## src/sv/pwm_encoder_capture_decoder_top_defines.svh

```systemverilog
// Assertion macros used by the capture decoder top.
`ifndef PWM_ENCODER_CAPTURE_DECODER_TOP_DEFINES_SVH
`define PWM_ENCODER_CAPTURE_DECODER_TOP_DEFINES_SVH

// Check that the consequent holds in the same cycle as the antecedent.
`define PECD_ASSERT_IMP(label, ante, cons) \
  label: assert property (@(posedge clk_i) disable iff (!rst_ni) (ante) |-> (cons)) \
    else $error("pecd assertion failed");

// Check that the consequent holds in the cycle after the antecedent.
`define PECD_ASSERT_NXT(label, ante, cons) \
  label: assert property (@(posedge clk_i) disable iff (!rst_ni) (ante) |=> (cons)) \
    else $error("pecd assertion failed");

`endif

```

## src/sv/pecd_pkg.sv

```systemverilog
package pecd_pkg;

  // Sizes
  localparam int NUM_CHANNELS = 3;
  localparam int CHAN_W       = 2;
  localparam int TIME_W       = 16;
  localparam int LIMIT_W      = 16;
  localparam int CFG_W        = 16;
  localparam int START_W      = 4;
  localparam int CFG_IDX_W    = 3;
  localparam int QUEUE_DEPTH  = 2;
  localparam int QPTR_W       = (QUEUE_DEPTH > 1) ? $clog2(QUEUE_DEPTH) : 1;
  localparam int QCNT_W       = $clog2(QUEUE_DEPTH + 1);

  // Register reset values
  localparam logic [TIME_W-1:0]  TIMER_TOP_RST  = 16'd65535;
  localparam logic [CFG_W-1:0]   ROLLOVER_RST   = 16'd2048;
  localparam logic [CFG_W-1:0]   HYST_RST       = 16'd16;
  localparam logic [CFG_W-1:0]   MAX_PULSE_RST  = 16'd65535;
  localparam logic [START_W-1:0] STARTUP_RST    = 4'd10;

  // Register indexes
  typedef enum logic [CFG_IDX_W-1:0] {
    REG_TIMER_TOP      = 3'd0,
    REG_ROLLOVER_THR   = 3'd1,
    REG_BOUND_HYST     = 3'd2,
    REG_MAX_PULSE      = 3'd3,
    REG_STARTUP_EVENTS = 3'd4
  } cfg_reg_e;

  typedef struct packed {
    logic [TIME_W-1:0]  timer_top;
    logic [CFG_W-1:0]   rollover_threshold;
    logic [CFG_W-1:0]   bound_hysteresis;
    logic [CFG_W-1:0]   max_pulse_ticks;
    logic [START_W-1:0] startup_events;
  } cfg_t;

  // Startup countdown reload for all channels
  typedef struct packed {
    logic               load;
    logic [START_W-1:0] value;
  } start_load_t;

  // One capture request as it travels through the queue
  typedef struct packed {
    logic [CHAN_W-1:0]         channel;
    logic [TIME_W-1:0]         capture_time;
    logic signed [LIMIT_W-1:0] lower_limit;
    logic signed [LIMIT_W-1:0] upper_limit;
    logic                      bounds_enable;
  } item_t;

  typedef struct packed {
    logic full;
    logic empty;
  } q_stat_t;

endpackage

```

## src/sv/pecd_in_if.sv

```systemverilog
interface pecd_in_if;
  import pecd_pkg::*;

  logic                      valid;
  logic                      ready;
  logic [CHAN_W-1:0]         channel;
  logic [TIME_W-1:0]         capture_time;
  logic signed [LIMIT_W-1:0] lower_limit;
  logic signed [LIMIT_W-1:0] upper_limit;
  logic                      bounds_enable;

  modport source (
    output valid, channel, capture_time, lower_limit, upper_limit, bounds_enable,
    input  ready
  );

  modport sink (
    input  valid, channel, capture_time, lower_limit, upper_limit, bounds_enable,
    output ready
  );

endinterface

```

## src/sv/pecd_out_if.sv

```systemverilog
interface pecd_out_if;
  import pecd_pkg::*;

  logic                      valid;
  logic                      ready;
  logic [CHAN_W-1:0]         out_channel;
  logic [TIME_W-1:0]         on_time;
  logic [TIME_W-1:0]         pulse_period;
  logic signed [15:0]        turn_count;
  logic                      below_lower;
  logic                      above_upper;

  modport source (
    output valid, out_channel, on_time, pulse_period, turn_count, below_lower,
           above_upper,
    input  ready
  );

  modport sink (
    input  valid, out_channel, on_time, pulse_period, turn_count, below_lower,
           above_upper,
    output ready
  );

endinterface

```

## src/sv/pwm_encoder_capture_decoder_top.sv

```systemverilog
// PWM absolute encoder capture decoder. Each request is one captured edge time
// on one of three channels; each request for a valid channel gives exactly one
// result with that channel's latest on-time, rise-to-rise period, wrapping turn
// count and soft bound flags. Requests for channel 3 are taken and dropped.
// The block takes one request per clock: the front accepts while its two-entry
// queue has room, and the back pops one request per clock while the output
// register is free or being drained and does the whole per-channel
// read-modify-write in that cycle, so edges on the same channel may follow each
// other directly. A result passes through the queue and then the output register,
// which holds it until taken and lets the front keep accepting while it waits.
// Configuration registers are written through cfg_we_i/cfg_idx_i/cfg_data_i while
// the block is idle (a rule for the user; the block does not enforce it);
// writing startup_events also reloads every channel's startup countdown.
`include "pwm_encoder_capture_decoder_top_defines.svh"

module pwm_encoder_capture_decoder_top (
  input  logic                            clk_i,
  input  logic                            rst_ni,
  input  logic                            cfg_we_i,
  input  logic [pecd_pkg::CFG_IDX_W-1:0]  cfg_idx_i,
  input  logic [pecd_pkg::CFG_W-1:0]      cfg_data_i,
  pecd_in_if.sink                         in_i,
  pecd_out_if.source                      out_o
);
  import pecd_pkg::*;

  localparam logic [CHAN_W:0] CHAN_LIMIT = (CHAN_W + 1)'(NUM_CHANNELS);

  cfg_t        cfg_q;
  start_load_t start_load;
  q_stat_t     q_stat;
  item_t       push_item;
  item_t       pop_item;
  logic        push;
  logic        pop;
  logic        bad_chan;

  // Configuration registers
  always_ff @(posedge clk_i or negedge rst_ni) begin
    if (!rst_ni) begin
      cfg_q.timer_top          <= TIMER_TOP_RST;
      cfg_q.rollover_threshold <= ROLLOVER_RST;
      cfg_q.bound_hysteresis   <= HYST_RST;
      cfg_q.max_pulse_ticks    <= MAX_PULSE_RST;
      cfg_q.startup_events     <= STARTUP_RST;
    end else if (cfg_we_i) begin
      unique case (cfg_idx_i)
        REG_TIMER_TOP:      cfg_q.timer_top          <= cfg_data_i;
        REG_ROLLOVER_THR:   cfg_q.rollover_threshold <= cfg_data_i;
        REG_BOUND_HYST:     cfg_q.bound_hysteresis   <= cfg_data_i;
        REG_MAX_PULSE:      cfg_q.max_pulse_ticks    <= cfg_data_i;
        REG_STARTUP_EVENTS: cfg_q.startup_events     <= cfg_data_i[START_W-1:0];
        default: ;
      endcase
    end
  end

  // Reload startup countdowns on a startup_events write
  assign start_load.load  = cfg_we_i && (cfg_idx_i == REG_STARTUP_EVENTS);
  assign start_load.value = cfg_data_i[START_W-1:0];

  pecd_front u_front (
    .in_i     (in_i),
    .q_stat_i (q_stat),
    .push_o   (push),
    .item_o   (push_item)
  );

  pecd_queue u_queue (
    .clk_i  (clk_i),
    .rst_ni (rst_ni),
    .push_i (push),
    .item_i (push_item),
    .pop_i  (pop),
    .item_o (pop_item),
    .stat_o (q_stat)
  );

  pecd_back u_back (
    .clk_i        (clk_i),
    .rst_ni       (rst_ni),
    .cfg_i        (cfg_q),
    .start_load_i (start_load),
    .q_stat_i     (q_stat),
    .item_i       (pop_item),
    .pop_o        (pop),
    .out_o        (out_o)
  );

  // Flag a request for a channel that does not exist
  assign bad_chan = ({1'b0, in_i.channel} >= CHAN_LIMIT);

  // Requests for missing channels never reach the queue
  `PECD_ASSERT_IMP(a_drop_bad_chan, in_i.valid && in_i.ready && bad_chan, !push)
  // Never write into a full queue
  `PECD_ASSERT_IMP(a_no_overflow, push, !q_stat.full)
  // Pop only when the output register can take the result
  `PECD_ASSERT_IMP(a_pop_room, pop, !out_o.valid || out_o.ready)
  // A new result only follows a pop
  `PECD_ASSERT_IMP(a_valid_from_pop, $rose(out_o.valid), $past(pop))

endmodule

```

## src/sv/pecd_front.sv

```systemverilog
module pecd_front (
  pecd_in_if.sink          in_i,
  input  pecd_pkg::q_stat_t q_stat_i,
  output logic             push_o,
  output pecd_pkg::item_t  item_o
);
  import pecd_pkg::*;

  localparam logic [CHAN_W:0] CHAN_LIMIT = (CHAN_W + 1)'(NUM_CHANNELS);

  logic chan_ok;

  // Take a request whenever the queue has room
  assign in_i.ready = !q_stat_i.full;

  // Drop requests for channels that do not exist
  assign chan_ok = ({1'b0, in_i.channel} < CHAN_LIMIT);
  assign push_o  = in_i.valid && in_i.ready && chan_ok;

  // Pack the request for the queue
  always_comb begin
    item_o.channel       = in_i.channel;
    item_o.capture_time  = in_i.capture_time;
    item_o.lower_limit   = in_i.lower_limit;
    item_o.upper_limit   = in_i.upper_limit;
    item_o.bounds_enable = in_i.bounds_enable;
  end

endmodule

```

## src/sv/pecd_queue.sv

```systemverilog
module pecd_queue (
  input  logic              clk_i,
  input  logic              rst_ni,
  input  logic              push_i,
  input  pecd_pkg::item_t   item_i,
  input  logic              pop_i,
  output pecd_pkg::item_t   item_o,
  output pecd_pkg::q_stat_t stat_o
);
  import pecd_pkg::*;

  item_t             mem_q [QUEUE_DEPTH];
  logic [QPTR_W-1:0] wr_ptr_q, wr_ptr_d;
  logic [QPTR_W-1:0] rd_ptr_q, rd_ptr_d;
  logic [QCNT_W-1:0] count_q, count_d;

  function automatic logic [QPTR_W-1:0] ptr_next(input logic [QPTR_W-1:0] p);
    if (p == QPTR_W'(QUEUE_DEPTH - 1)) begin
      return '0;
    end
    return p + QPTR_W'(1);
  endfunction

  assign stat_o.full  = (count_q == QCNT_W'(QUEUE_DEPTH));
  assign stat_o.empty = (count_q == '0);
  assign item_o       = mem_q[rd_ptr_q];

  // Advance pointers and occupancy
  always_comb begin
    wr_ptr_d = push_i ? ptr_next(wr_ptr_q) : wr_ptr_q;
    rd_ptr_d = pop_i  ? ptr_next(rd_ptr_q) : rd_ptr_q;
    count_d  = count_q;
    if (push_i && !pop_i) begin
      count_d = count_q + QCNT_W'(1);
    end else if (pop_i && !push_i) begin
      count_d = count_q - QCNT_W'(1);
    end
  end

  always_ff @(posedge clk_i or negedge rst_ni) begin
    if (!rst_ni) begin
      wr_ptr_q <= '0;
      rd_ptr_q <= '0;
      count_q  <= '0;
    end else begin
      wr_ptr_q <= wr_ptr_d;
      rd_ptr_q <= rd_ptr_d;
      count_q  <= count_d;
    end
  end

  // Store the incoming request
  always_ff @(posedge clk_i) begin
    if (push_i) begin
      mem_q[wr_ptr_q] <= item_i;
    end
  end

endmodule

```

## src/sv/pecd_back.sv

```systemverilog
module pecd_back (
  input  logic                  clk_i,
  input  logic                  rst_ni,
  input  pecd_pkg::cfg_t        cfg_i,
  input  pecd_pkg::start_load_t start_load_i,
  input  pecd_pkg::q_stat_t     q_stat_i,
  input  pecd_pkg::item_t       item_i,
  output logic                  pop_o,
  pecd_out_if.source            out_o
);
  import pecd_pkg::*;

  // Per-channel state
  logic               first_q    [NUM_CHANNELS];
  logic               expect_q   [NUM_CHANNELS];
  logic [TIME_W-1:0]  rise_q     [NUM_CHANNELS];
  logic [TIME_W-1:0]  fall_q     [NUM_CHANNELS];
  logic [TIME_W-1:0]  high_q     [NUM_CHANNELS];
  logic [TIME_W-1:0]  per_q      [NUM_CHANNELS];
  logic [15:0]        turns_q    [NUM_CHANNELS];
  logic [START_W-1:0] start_q    [NUM_CHANNELS];
  logic               lo_act_q   [NUM_CHANNELS];
  logic               hi_act_q   [NUM_CHANNELS];

  // Output register
  logic               out_valid_q;
  logic [CHAN_W-1:0]  out_chan_q;
  logic [TIME_W-1:0]  out_on_q;
  logic [TIME_W-1:0]  out_per_q;
  logic [15:0]        out_turns_q;
  logic               out_lo_q;
  logic               out_hi_q;

  logic [CHAN_W-1:0]  c;
  logic [TIME_W-1:0]  t;
  logic [TIME_W-1:0]  old_rise, old_fall, old_high;
  logic [TIME_W-1:0]  per_span, on_span;
  logic [TIME_W-1:0]  new_on, new_per;
  logic [TIME_W-1:0]  rise_d, fall_d;
  logic               first_d, expect_d;
  logic [START_W-1:0] start_d;
  logic [15:0]        turns_d;
  logic signed [TIME_W:0] diff;
  logic [TIME_W:0]    mag;
  logic signed [17:0] lo_ext, hi_ext;
  logic [TIME_W-1:0]  lo_eff, hi_eff;
  logic               lo_act_d, hi_act_d;

  // Pop when the output register is free or being drained
  assign pop_o = !q_stat_i.empty && (!out_valid_q || out_o.ready);

  assign c = item_i.channel;
  assign t = item_i.capture_time;

  // Evaluate one edge against the channel state
  always_comb begin
    old_rise = rise_q[c];
    old_fall = fall_q[c];
    old_high = high_q[c];

    // Wrap rule across timer rollover
    if (t > old_rise) begin
      per_span = t - old_rise;
    end else begin
      per_span = cfg_i.timer_top - old_rise + t;
    end
    if (old_rise < old_fall) begin
      on_span = old_fall - old_rise;
    end else begin
      on_span = cfg_i.timer_top - old_rise + old_fall;
    end

    new_on   = old_high;
    new_per  = per_q[c];
    rise_d   = old_rise;
    fall_d   = old_fall;
    first_d  = first_q[c];
    expect_d = expect_q[c];
    if (first_q[c]) begin
      rise_d   = t;
      first_d  = 1'b0;
      expect_d = 1'b0;
    end else if (expect_q[c]) begin
      rise_d   = t;
      expect_d = 1'b0;
      new_per  = per_span;
      new_on   = on_span;
    end else begin
      fall_d   = t;
      expect_d = 1'b1;
    end

    // Turn detection after the startup countdown
    diff    = $signed({1'b0, new_on}) - $signed({1'b0, old_high});
    mag     = diff[TIME_W] ? (TIME_W + 1)'(-diff) : (TIME_W + 1)'(diff);
    start_d = start_q[c];
    turns_d = turns_q[c];
    if (start_q[c] != '0) begin
      start_d = start_q[c] - START_W'(1);
    end else if (mag > {1'b0, cfg_i.rollover_threshold}) begin
      turns_d = diff[TIME_W] ? turns_q[c] + 16'd1 : turns_q[c] - 16'd1;
    end

    // Effective limits with hysteresis, clamped to [0, max_pulse_ticks]
    lo_ext = 18'(item_i.lower_limit)
           + (lo_act_q[c] ? $signed({2'b00, cfg_i.bound_hysteresis}) : 18'sd0);
    hi_ext = 18'(item_i.upper_limit)
           - (hi_act_q[c] ? $signed({2'b00, cfg_i.bound_hysteresis}) : 18'sd0);
    if (lo_ext < 18'sd0) begin
      lo_eff = '0;
    end else if (lo_ext > $signed({2'b00, cfg_i.max_pulse_ticks})) begin
      lo_eff = cfg_i.max_pulse_ticks;
    end else begin
      lo_eff = lo_ext[TIME_W-1:0];
    end
    if (hi_ext < 18'sd0) begin
      hi_eff = '0;
    end else if (hi_ext > $signed({2'b00, cfg_i.max_pulse_ticks})) begin
      hi_eff = cfg_i.max_pulse_ticks;
    end else begin
      hi_eff = hi_ext[TIME_W-1:0];
    end
    lo_act_d = item_i.bounds_enable && (new_on < lo_eff);
    hi_act_d = item_i.bounds_enable && (new_on > hi_eff);
  end

  // Write back the channel state
  always_ff @(posedge clk_i or negedge rst_ni) begin
    if (!rst_ni) begin
      for (int i = 0; i < NUM_CHANNELS; i++) begin
        first_q[i]  <= 1'b1;
        expect_q[i] <= 1'b0;
        rise_q[i]   <= '0;
        fall_q[i]   <= '0;
        high_q[i]   <= '0;
        per_q[i]    <= '0;
        turns_q[i]  <= '0;
        start_q[i]  <= STARTUP_RST;
        lo_act_q[i] <= 1'b0;
        hi_act_q[i] <= 1'b0;
      end
    end else if (start_load_i.load) begin
      for (int i = 0; i < NUM_CHANNELS; i++) begin
        start_q[i] <= start_load_i.value;
      end
    end else if (pop_o) begin
      first_q[c]  <= first_d;
      expect_q[c] <= expect_d;
      rise_q[c]   <= rise_d;
      fall_q[c]   <= fall_d;
      high_q[c]   <= new_on;
      per_q[c]    <= new_per;
      turns_q[c]  <= turns_d;
      start_q[c]  <= start_d;
      lo_act_q[c] <= lo_act_d;
      hi_act_q[c] <= hi_act_d;
    end
  end

  // Hold the result until the sink takes it
  always_ff @(posedge clk_i or negedge rst_ni) begin
    if (!rst_ni) begin
      out_valid_q <= 1'b0;
    end else if (pop_o) begin
      out_valid_q <= 1'b1;
    end else if (out_o.ready) begin
      out_valid_q <= 1'b0;
    end
  end

  always_ff @(posedge clk_i) begin
    if (pop_o) begin
      out_chan_q  <= c;
      out_on_q    <= new_on;
      out_per_q   <= new_per;
      out_turns_q <= turns_d;
      out_lo_q    <= lo_act_d;
      out_hi_q    <= hi_act_d;
    end
  end

  assign out_o.valid        = out_valid_q;
  assign out_o.out_channel  = out_chan_q;
  assign out_o.on_time      = out_on_q;
  assign out_o.pulse_period = out_per_q;
  assign out_o.turn_count   = $signed(out_turns_q);
  assign out_o.below_lower  = out_lo_q;
  assign out_o.above_upper  = out_hi_q;

endmodule

```

## src/flat_wrapper.sv

```systemverilog
// flat-port wrapper written by rule: the top's interface ports become plain ports
module pwm_encoder_capture_decoder_top_flat import pecd_pkg::*;
  (clk_i, rst_ni, cfg_we_i, cfg_idx_i, cfg_data_i, in_i_valid, in_i_channel, in_i_capture_time, in_i_lower_limit, in_i_upper_limit, in_i_bounds_enable, in_i_ready, out_o_valid, out_o_out_channel, out_o_on_time, out_o_pulse_period, out_o_turn_count, out_o_below_lower, out_o_above_upper, out_o_ready);
  pecd_in_if in_i_i ();
  pecd_out_if out_o_i ();
  input  logic clk_i;
  input  logic rst_ni;
  input  logic cfg_we_i;
  input  logic [pecd_pkg::CFG_IDX_W-1:0] cfg_idx_i;
  input  logic [pecd_pkg::CFG_W-1:0] cfg_data_i;
  input wire logic [$bits(in_i_i.valid)-1:0] in_i_valid;
  input wire logic [$bits(in_i_i.channel)-1:0] in_i_channel;
  input wire logic [$bits(in_i_i.capture_time)-1:0] in_i_capture_time;
  input wire logic [$bits(in_i_i.lower_limit)-1:0] in_i_lower_limit;
  input wire logic [$bits(in_i_i.upper_limit)-1:0] in_i_upper_limit;
  input wire logic [$bits(in_i_i.bounds_enable)-1:0] in_i_bounds_enable;
  output wire logic [$bits(in_i_i.ready)-1:0] in_i_ready;
  output wire logic [$bits(out_o_i.valid)-1:0] out_o_valid;
  output wire logic [$bits(out_o_i.out_channel)-1:0] out_o_out_channel;
  output wire logic [$bits(out_o_i.on_time)-1:0] out_o_on_time;
  output wire logic [$bits(out_o_i.pulse_period)-1:0] out_o_pulse_period;
  output wire logic [$bits(out_o_i.turn_count)-1:0] out_o_turn_count;
  output wire logic [$bits(out_o_i.below_lower)-1:0] out_o_below_lower;
  output wire logic [$bits(out_o_i.above_upper)-1:0] out_o_above_upper;
  input wire logic [$bits(out_o_i.ready)-1:0] out_o_ready;
  assign in_i_i.valid = in_i_valid;
  assign in_i_i.channel = in_i_channel;
  assign in_i_i.capture_time = in_i_capture_time;
  assign in_i_i.lower_limit = in_i_lower_limit;
  assign in_i_i.upper_limit = in_i_upper_limit;
  assign in_i_i.bounds_enable = in_i_bounds_enable;
  assign in_i_ready = in_i_i.ready;
  assign out_o_valid = out_o_i.valid;
  assign out_o_out_channel = out_o_i.out_channel;
  assign out_o_on_time = out_o_i.on_time;
  assign out_o_pulse_period = out_o_i.pulse_period;
  assign out_o_turn_count = out_o_i.turn_count;
  assign out_o_below_lower = out_o_i.below_lower;
  assign out_o_above_upper = out_o_i.above_upper;
  assign out_o_i.ready = out_o_ready;
  pwm_encoder_capture_decoder_top u_core (.clk_i(clk_i), .rst_ni(rst_ni), .cfg_we_i(cfg_we_i), .cfg_idx_i(cfg_idx_i), .cfg_data_i(cfg_data_i), .in_i(in_i_i), .out_o(out_o_i));
endmodule
```

## config.mk

```make
export PLATFORM = sky130hd
export DESIGN_NAME = pwm_encoder_capture_decoder_top_flat
export DESIGN_NICKNAME = d
export VERILOG_FILES = /design/src/sv/pecd_pkg.sv /design/src/sv/pecd_in_if.sv /design/src/sv/pecd_out_if.sv /design/src/sv/pwm_encoder_capture_decoder_top.sv /design/src/sv/pecd_front.sv /design/src/sv/pecd_queue.sv /design/src/sv/pecd_back.sv /design/src/flat_wrapper.sv
export VERILOG_INCLUDE_DIRS = /design/src /design/src/sv
export SDC_FILE = /design/constraint.sdc
export NUM_CORES = 1
export LEC_CHECK = 0
export ABC_CLOCK_PERIOD_IN_PS = 11800
export BUFFER_PORTS_ARGS = -buffer_cell sky130_fd_sc_hd__buf_4
export CAP_MARGIN = 10
export CORE_ASPECT_RATIO = 1.75
export CORE_MARGIN = 2
export CORE_UTILIZATION = 45
export CTS_BUF_LIST = sky130_fd_sc_hd__clkbuf_4
export DETAILED_ROUTE_END_ITERATION = 8
export PLACE_DENSITY = 0.59
export SETUP_SLACK_MARGIN = 0.1
export SLEW_MARGIN = 10
export SYNTH_ARGS = -nofsm -noshare
export SYNTH_HDL_FRONTEND = slang
export SYNTH_SLANG_ARGS = --single-unit
```

## constraint.sdc

```tcl
create_clock -name clk_i -period 11.8 [get_ports clk_i]
set_clock_uncertainty 0.1 [all_clocks]
set_input_delay 3.54 -clock clk_i [delete_from_list [all_inputs] [get_ports clk_i]]
set_output_delay 3.54 -clock clk_i [all_outputs]
set_load 0.03 [all_outputs]
```

## Word-level counts from Yosys, hierarchy flattened

Memory sizes are Yosys's and may differ from the RTL's.
Index checks and enable logic that the tools add are counted.

| word-level totals | value |
|---|---|
| logic and storage cells | 190 |
| RAM bits | 102 |
| register bits after elaboration | 385 |
| output and inout port bits | 54 |
| memories | 1 |

| operators by class | value |
|---|---|
| equal/unequal tests | 5 |
| mux-type cells | 82 |
| reduce and logical (&&, ||, !) cells | 26 |
| bitwise operators | 4 |
| $lt $le $gt $ge | 12 |
| add/sub/neg operators | 16 |

Memories:

| memory | depth | width | rd ports | clocked after memory_dff | write ports | RTL line | RTL |
|---|---|---|---|---|---|---|---|
| u_core.u_queue.mem_q | 2 | 51 | 1 | 0 | 1 | pecd_queue.sv:12 | `item_t mem_q [QUEUE_DEPTH];` |

Operators with widths:

| kind | count |
|---|---|
| two-way mux 16 bit | 30 |
| bitwise mux 48 bit | 5 |
| binary-select mux 16 bit (select 2 bit) | 5 |
| subtractor 16 bit | 3 |
| > comparator 18 x 17 -> 1 bit | 2 |
| < comparator 18 x 1 -> 1 bit (second input constant) | 2 |
| adder 16 bit | 2 |
| demux 16 bit (select 2 bit) | 1 |
| > comparator 16 bit | 2 |
| < comparator 16 bit | 2 |
| two-way mux 12 bit | 2 |
| two-way mux 1 bit | 21 |
| adder 16 x 17 -> 18 bit | 1 |
| subtractor 16 x 17 -> 18 bit | 1 |
| > comparator 17 x 16 -> 1 bit | 1 |
| two-way mux 17 bit | 1 |
| negator 17 bit | 1 |
| subtractor 16 x 16 -> 17 bit | 1 |
| adder 16 x 1 -> 16 bit (second input constant) | 1 |
| two-way mux 4 bit | 4 |
| subtractor 16 x 1 -> 16 bit (second input constant) | 1 |
| bitwise mux 12 bit | 1 |
| AND reduction 2 bit | 5 |
| bitwise mux 3 bit | 3 |
| other kinds (27) | 47 |

## Logic depth before layout (Yosys ltp)

Gate-level depths: netlist (run 1).
An unclocked memory read counts as a cell.

| logic depth | value |
|---|---|
| depth in word-level cells | 17 |
| gate-level depth with buffers | 52 |
| gate-level depth less buffers | 44 |

## By module

Synthesis (run 1) repeated with hierarchy kept, for this count alone.

| second synthesis, totals | value |
|---|---|
| cell total of the unflattened synthesis | 3,005 |
| area total of the unflattened synthesis | 30,744.5 um^2 |

By module, submodules not included:

| module | times used | cells an instance | seq. area each (um^2) | area each (um^2) |
|---|---|---|---|---|
| pecd_back | 1 | 2,628 | 8,204.1 | 23,567.6 |
| pecd_queue | 1 | 175 | 3,163.0 | 4,119.0 |
| pwm_encoder_capture_decoder_top | 1 | 148 | 1,746.7 | 2,661.3 |
| pecd_front | 1 | 54 | 0.0 | 396.6 |

## Worst setup path before layout (run 1)

No wires, ideal clock.

| path | value |
|---|---|
| kind | reg2reg |
| start point | reg u_core.u_queue.rd_ptr_q |
| end point | reg u_core.u_back.turns_q[13] (netlist bit) |
| required time | 11,575 ps |
| arrival | 10,035 ps |
| clock period less this slack | 10,260 ps |
| path buffers | 8 |
| slack | 1,540 ps |
| stages on the path, launching flop included | 52 |
| path through | dfrtp_1 > mux2i_4 > and2_1 > clkbuf_1 > clkbuf_1 > clkbuf_1 > clkbuf_1 > nand2_1 > o21ai_0 > ha_1 > inv_1 > fa_1 > nor2_1 > o41ai_1 > a21oi_1 > o21ai_0 > a21oi_1 > o21bai_1 > (+16 left out) > nor2b_1 > clkbuf_1 > inv_1 > clkbuf_1 > a21oi_1 > ha_1 > nor2b_1 > o21a_1 > o21a_1 > o21a_1 > o21a_1 > o31ai_1 > a21o_1 > and2_4 > buf_6 > buf_8 > mux2_4 > mux2_4 |

| between the ends | value |
|---|---|
| cells in the longest elaborated chain, start to end | 17 |

RTL lines:

| element | RTL line | RTL |
|---|---|---|
| from (decl) | pecd_queue.sv:14 | `logic [QPTR_W-1:0] rd_ptr_q, rd_ptr_d;` |
| from (signal assigned) | pecd_queue.sv:47 | `rd_ptr_q <= rd_ptr_d;` |
| memory (2 x 51 bit) * | - |  |
| inverter 2 -> 3 bit (implied by the code) * | - |  |
| binary-select mux 16 bit (select 2 bit) | pecd_back.sv:57 | `old_rise = rise_q[c];` |
| two-way mux 16 bit (implied by the code) (2 in a row) | pecd_back.sv:57 |  |
| subtractor 16 bit | pecd_back.sv:70 | `on_span = cfg_i.timer_top - old_rise + old_fall;` |
| adder 16 bit | pecd_back.sv:70 |  |
| two-way mux 16 bit | pecd_back.sv:67 | `if (old_rise < old_fall) begin` |
| two-way mux 16 bit | pecd_back.sv:83 | `end else if (expect_q[c]) begin` |
| (+1 left out) | - |  |
| net u_core.u_back.new_on[15] | pecd_back.sv:38 | `logic [TIME_W-1:0] new_on, new_per;` |
| subtractor 16 x 16 -> 17 bit * | pecd_back.sv:94 | `diff = $signed({1'b0, new_on}) - $signed({1'b0, old_high});` |
| negator 17 bit | pecd_back.sv:95 | `mag = diff[TIME_W] ? (TIME_W + 1)'(-diff) : (TIME_W + 1)'(diff);` |
| two-way mux 17 bit | pecd_back.sv:95 |  |
| > comparator 17 x 16 -> 1 bit | pecd_back.sv:100 | `end else if (mag > {1'b0, cfg_i.rollover_threshold}) begin` |
| two-way mux 16 bit * | pecd_back.sv:100 |  |
| two-way mux 16 bit * | pecd_back.sv:98 | `if (start_q[c] != '0) begin` |
| net u_core.u_back.turns_d[13] | pecd_back.sv:42 | `logic [15:0] turns_d;` |
| bitwise mux 48 bit * | pecd_back.sv:153 | `turns_q[c] <= turns_d;` |
| to (signal, indexed assignment) | pecd_back.sv:153 |  |
| to (decl) | pecd_back.sv:20 | `logic [15:0] turns_q [NUM_CHANNELS];` |

Mark *: on every way through the listed nets, which the timed path passes. The rest lies on a longest branch. The select of a mux whose other input is x is not followed.
A chain may end at the register's enable or synchronous reset.

## Worst setup path in the final report (run 1)

| path | value |
|---|---|
| start point | reg u_core.u_queue.rd_ptr_q |
| end point | reg u_core.u_back.turns_q[47] (netlist bit) |

Same word-level chain as after synthesis.

==> results of run 1 <==
==> cell families (layout without fill, tap and decap cells) <==
group	Yosys count	in the layout	synth area share [%]
simple gates	804	804	12.3
mux	329	329	12.0
compound gates	796	796	16.1
flops	487	487	43.2
other cells	0	3	0
buf+inv	255	538	3.30
fa+ha+maj	231	231	9.81
xor+xnor	114	114	3.34
==> flip-flops by register name, indices dropped and copies added, names as in the netlist, 2 cells and up <==
signal / flops
u_core.u_queue.mem_q: 102
u_core.cfg_q: 64
u_core.u_back.fall_q: 48
u_core.u_back.high_q: 48
u_core.u_back.per_q: 48
u_core.u_back.rise_q: 48
u_core.u_back.turns_q: 48
u_core.u_back.out_o.on_time: 16
u_core.u_back.out_o.pulse_period: 16
u_core.u_back.out_o.turn_count: 16
u_core.u_back.start_q: 12
u_core.u_back.expect_q: 3
u_core.u_back.first_q: 3
u_core.u_back.hi_act_q: 3
u_core.u_back.lo_act_q: 3
u_core.u_back.out_o.out_channel: 2
u_core.u_queue.count_q: 2
==> critical path: cells and delay by family (launching register included) <==
family          cells  cell delay, ns
compound gates     18            4.98
buf+inv             5            1.82
fa+ha+maj           4            1.55
simple gates        4            0.89
mux                 3            0.66
flops               1            0.49
xor+xnor            1            0.17
==> through the flow <==
step           area (µm²)  utilization (%)  hold WS [ns]  setup WS, ns  instances
2_1_floorplan       30100                -         0.346          1.54       3016
3_3_place_gp        32200             48.6         0.361          1.02       3966
3_5_place_dp        32200             48.6         0.369         0.795       3966
4_1_cts             33800             51.0         0.385         0.764       4188
5_1_grt             33800             51.0         0.402         0.261       4191
6_report            33800             51.0         0.379         0.925       4191
==> cell type report <==
cell class	count	share of cell area [%]
multi-input cells	2274	47.9
flip-flops and latches	487	38.5
repair buffers	189	4.29
clock buffers	171	3.80
well taps	889	3.29
inverters	127	1.42
clock inverters	51	0.807
diodes	3	0.0222
==> final timing paths <==
check	startpoint	end	slack [ns]	depth (start not counted)
worst min register to register	u_core.u_back.rise_q[44]	u_core.u_back.rise_q[44]	0.38	2
worst min-delay path	u_core.u_back.rise_q[44]	u_core.u_back.rise_q[44]	0.38	2
worst max register to register	u_core.u_queue.rd_ptr_q	u_core.u_back.turns_q[47]	0.92	35
min in group asynchronous	rst_ni	u_core.cfg_q[44]	2.54	1
max in group asynchronous	rst_ni	u_core.u_back.rise_q[23]	7.56	2
worst max-delay path	u_core.u_queue.rd_ptr_q	u_core.u_back.turns_q[47]	0.92	35
==> layer usage <==
metal	part of all wire (%)	vias up	track usage, %
li1	-	11400	-
met1	35	11700	28.3
met2	54	693	52.6
met3	3.7	272	3.64
met4	8.0	2	20.9
met5	0.019	-	0
==> cells in the final DEF, fill, tap and decap left out, types with 9 or more instances in the layout <==
cell type,instances
a211oi_1,34
a21boi_0,9
a21o_1,50
a21oi_1,217
a31oi_1,25
and2_1,31
and3_1,14
and4_1,10
buf_4,186
clkbuf_4,171
clkinv_1,35
dfrtp_1,289
dfstp_2,43
edfxtp_1,154
fa_1,9
ha_1,221
inv_1,125
mux2_2,228
mux2i_1,95
nand2_1,432
nand2b_1,14
nand3_1,42
nand4_1,21
nor2_1,94
nor2b_1,32
nor3_1,44
o2111ai_1,10
o211ai_1,17
o21a_1,32
o21ai_0,280
o21ai_1,10
o21bai_1,13
o31ai_1,18
or2_2,14
or3_1,10
xnor2_1,81
xor2_1,32
==> flow_summary.json, run 1 <==
{
  "path_max_fanout": 36,
  "n_fill_cell": 6283,
  "grt_antenna_before_repair": 3,
  "place.detailed.hpwl_mm": 72.3,
  "dieArea_um2": 69100,
  "cts_tree": "done",
  "ys_warn_count": 0,
  "first_pass_iters": 7,
  "multi_input_area_um2": 16200,
  "fin_crit_sh_pct": 92.2,
  "hold_viol_final": 0,
  "synth.avg_cell_area_um2": 9.99,
  "crit_path_max_incr_delay_ns": 0.59,
  "fp.dieH_um": 346,
  "wl_per_cell_um": 23.0,
  "grt_pass1_wl_mm": 146,
  "grt_pass1_vias": 25100,
  "cp_slowest_cell": "a311oi_2",
  "setup_tns_ns": 0,
  "clkSlewWorstSetupHoldPaths_ns": 0.08,
  "core_area_um2": 66300,
  "seq_area_um2": 13000,
  "rsz0062_at_grt": "false",
  "tightest_slew_ns": 1.08,
  "final_antenna_net_count": 0,
  "synth_edf_count": 154,
  "clockBufferDepth": 3,
  "synth_cells": 3016,
  "clkSinkCount": 487,
  "vias_per_cell": 5.75,
  "synth_flop_cell": "dfrtp_1",
  "synth_top_area_share_pct": 24.1,
  "drt-total-wl_mm": 96.6,
  "grt_use_total_pct": 28.3,
  "cts_htree_levels": 3,
  "overflow": 0,
  "synth_common_cells": "435 x nand2_1, 290 x dfrtp_1, 280 x o21ai_0, 229 x mux2_2, 221 x ha_1",
  "min_path_type": "reg -> reg",
  "slew_headroom_pct": 26.4,
  "netlist_area_um2": 30100,
  "worstSetupEndpointType": "register",
  "status": "finished, final reports clean",
  "synth_top_area_cell": "dfrtp_1",
  "seq_area_frac_synth_pct": 43.2,
  "grt_start_max_net_pins": 173,
  "drive_gt1_share_pct": 21.4,
  "max_freq_mhz": 92.0,
  "initial_utilization_pct": 45.4,
  "path_class": "reg -> reg",
  "dieWidth_um": 200,
  "area_delta_synth_final_pct": 12.2,
  "initialDrtViolationCount": 1205,
  "synth_cell_types": 94,
  "drc": 0,
  "clk_root_buffer_cell": "clkbuf_4",
  "netlist_top_cells_area": "dfrtp_1 24%, edfxtp_1 15%, ha_1 9.2%, mux2_2 8.6%, nand2_1 5.4%",
  "max-cap-violations": 0,
  "fin_nets": 3501,
  "cts_inserted_buffers": 117,
  "post_cts_buffers": 0,
  "via_count": 24100,
  "crit_top_cell": "a21o_1",
  "critPathArrivalTime_ns": 11.59,
  "synth_most_common_cell": "nand2_1",
  "post-route-min-period_ns": 10.88,
  "syn-num-nets": 3321,
  "place.gp.congestion": 0.962,
  "synthArstFlopShare_pct": 68.4,
  "pin_count": 129,
  "synth_seq_cells": 487,
  "portBuffers": 128,
  "postCtsResizedCells": 0,
  "cp-start-kind": "register",
  "final_max_slew_viol_count": 0,
  "cts_hold_buf": 0,
  "fp-row-count": 125,
  "cp_data_required_time_ns": 12.51,
  "setup_viol": 0,
  "clkLatencyLatePin_ns": 0.95
}
Power of run 1 is not shown: default switching activity piles up to over one toggle a cycle in this logic, so the estimate is an artifact.
==> run 2, diff against run 1 <==
--- a/config.mk
+++ b/config.mk
@@ -9,10 +9,11 @@
 export ABC_CLOCK_PERIOD_IN_PS = 11800
 export BUFFER_PORTS_ARGS = -buffer_cell sky130_fd_sc_hd__buf_4
 export CAP_MARGIN = 10
-export CORE_ASPECT_RATIO = 1.75
+export CORE_ASPECT_RATIO = 1.5
 export CORE_MARGIN = 2
 export CORE_UTILIZATION = 45
 export CTS_BUF_LIST = sky130_fd_sc_hd__clkbuf_4
+export CTS_CLUSTER_SIZE = 14
 export DETAILED_ROUTE_END_ITERATION = 8
 export PLACE_DENSITY = 0.59
 export SETUP_SLACK_MARGIN = 0.1
==> run 2 against run 1 <==
Net effect: global-route usage barely moved; register-to-register slack got worse by 0.16 ns; via count grew 0.80%; utilization barely moved; die area about the same.
==> flow_summary.json, run 2 (synthesized netlist as in run 1, its figures left out) <==
{
  "worstSetupEndpoint": "u_core.u_back.turns_q[47]",
  "core_area_um2": 66500,
  "critPathArrivalTime_ns": 11.76,
  "grt_pass1_vias": 25200,
  "max-cap-violations": 0,
  "path_class": "reg -> reg",
  "grt_antenna_before_repair": 3,
  "overflow": 0,
  "dieArea_um2": 69100,
  "final_max_slew_viol_count": 0,
  "cp_slowest_cell": "a21oi_1",
  "fp.dieH_um": 321,
  "portBuffers": 128,
  "initial_utilization_pct": 45.3,
  "worstSetupEndpointType": "register",
  "drive_gt1_share_pct": 21.8,
  "place.gp.congestion": 0.971,
  "pin_count": 129,
  "dieWidth_um": 215,
  "fin_crit_sh_pct": 93.5,
  "post-route-min-period_ns": 11.03,
  "grt_pass1_wl_mm": 148,
  "first_pass_iters": 6,
  "fp-row-count": 116,
  "ff2ff_setup_slack_ns": 0.77,
  "initialDrtViolationCount": 1645,
  "via_count": 24300,
  "place.detailed.hpwl_mm": 73.1,
  "clkLatencyLatePin_ns": 0.97,
  "reg2regPathDepth": 40,
  "final_cell_mix": "432 x nand2_1, 289 x dfrtp_1, 280 x o21ai_0, 228 x mux2_2, 221 x ha_1",
  "clk_root_buffer_cell": "clkbuf_4",
  "status": "finished, final reports clean",
  "grt_use_total_pct": 28.3,
  "post_cts_buffers": 0,
  "path_max_fanout": 29,
  "max_freq_mhz": 90.6,
  "vias_per_cell": 5.78,
  "cts_htree_levels": 3,
  "fin_nets": 3517,
  "slew_headroom_pct": 28.2,
  "setup_tns_ns": 0,
  "crit_path_max_incr_delay_ns": 0.57,
  "worstSetupStartpoint": "u_core.u_queue.rd_ptr_q",
  "crit_top_cell": "buf_4",
  "grt_start_max_net_pins": 94,
  "rsz0062_at_grt": "false",
  "cts_inserted_buffers": 119,
  "wl_per_cell_um": 23.4,
  "final_antenna_net_count": 0,
  "postCtsResizedCells": 0,
  "cp-start-kind": "register",
  "reg2reg_to": "u_core.u_back.turns_q[47]",
  "tightest_slew_ns": 1.08,
  "area_delta_synth_final_pct": 12.5,
  "drt-total-wl_mm": 98.4,
  "hold_viol_final": 0,
  "top_register": "u_core.u_queue.mem_q",
  "cts_hold_buf": 0,
  "cts_tree": "done",
  "final_common_cell": "nand2_1",
  "drc": 0,
  "clkSlewWorstSetupHoldPaths_ns": 0.07,
  "setup_viol": 0,
  "largest_register_ffs": 102,
  "clockBufferDepth": 3,
  "reg_top3": "u_core.u_queue.mem_q x102, u_core.cfg_q x64",
  "min_path_type": "reg -> reg",
  "holdPathStages": 2,
  "cp_data_required_time_ns": 12.53,
  "reg2reg_from": "u_core.u_queue.rd_ptr_q",
  "clkSinkCount": 487
}
==> run 2: cell count changes in the layout (fill, tap and decap cells not counted), sizes merged <==
cell,delta
buf,+13
clkbuf,+7
clkinv,-9
diode,+1
mux2i,+1
==> run 2: how the worst min path moves through the flow <==
stage / start / to / slack [ns]
final: u_core.u_back.rise_q[30] / u_core.u_back.rise_q[30] / 0.38
after detailed placement: u_core.u_back.high_q[37] / u_core.u_back.high_q[37] / 0.37
after floorplan: u_core.u_back.rise_q[17] / u_core.u_back.rise_q[17] / 0.35
after global placement: u_core.u_back.fall_q[34] / u_core.u_back.fall_q[34] / 0.36
after global routing: u_core.u_back.per_q[15] / u_core.u_back.per_q[15] / 0.40
after CTS: u_core.u_back.fall_q[30] / u_core.u_back.fall_q[30] / 0.38
==> run 2: layout make-up <==
cell class                      instances  area (µm²)
Tap cell                              885        1110
Sequential cell                       487       13000
Fill cell                            6242       32600
Antenna cell                            4        10.0
Timing Repair Buffer                  202        1540
Inverter                              127         479
Multi-Input combinational cell       2275       16200
Clock inverter                         42         231
Clock buffer                          178        1340
==> run 2: layer usage <==
| metal | vias up | wire length, µm | track usage [%] |
|---|---|---|---|
| met5 | - | 0 | 0 |
| met4 | 0 | 7190 | 19.4 |
| met3 | 257 | 3930 | 3.57 |
| met2 | 698 | 50700 | 51.6 |
| met1 | 11900 | 36600 | 30.6 |
| li1 | 11400 | - | - |
==> run 2: critical path: cells and delay by family (launching register included) <==
kind | cells | cell delay [ns]
adders and majority gates | 4 | 1.48
DFF | 1 | 0.45
buffers and inverters | 6 | 1.56
xor gates and xnor gates | 3 | 0.55
and+or+nand+nor | 7 | 1.32
muxes | 3 | 0.94
AOI/OAI and AO/OA | 17 | 4.47
==> run 2: metrics by stage <==
step                area, µm²  hold WS, ns  instances  utilization [%]  setup slack (ns)
floorplan               30100        0.346       3016                -              1.54
global placement        32300        0.360       3975             48.6             0.968
detailed placement      32300        0.370       3975             48.6             0.731
CTS                     33900        0.384       4195             51.0             0.716
global route            33900        0.398       4199             51.0             0.121
finish                  33900        0.379       4200             51.0             0.768
Power of run 2 is left out for the same reason.
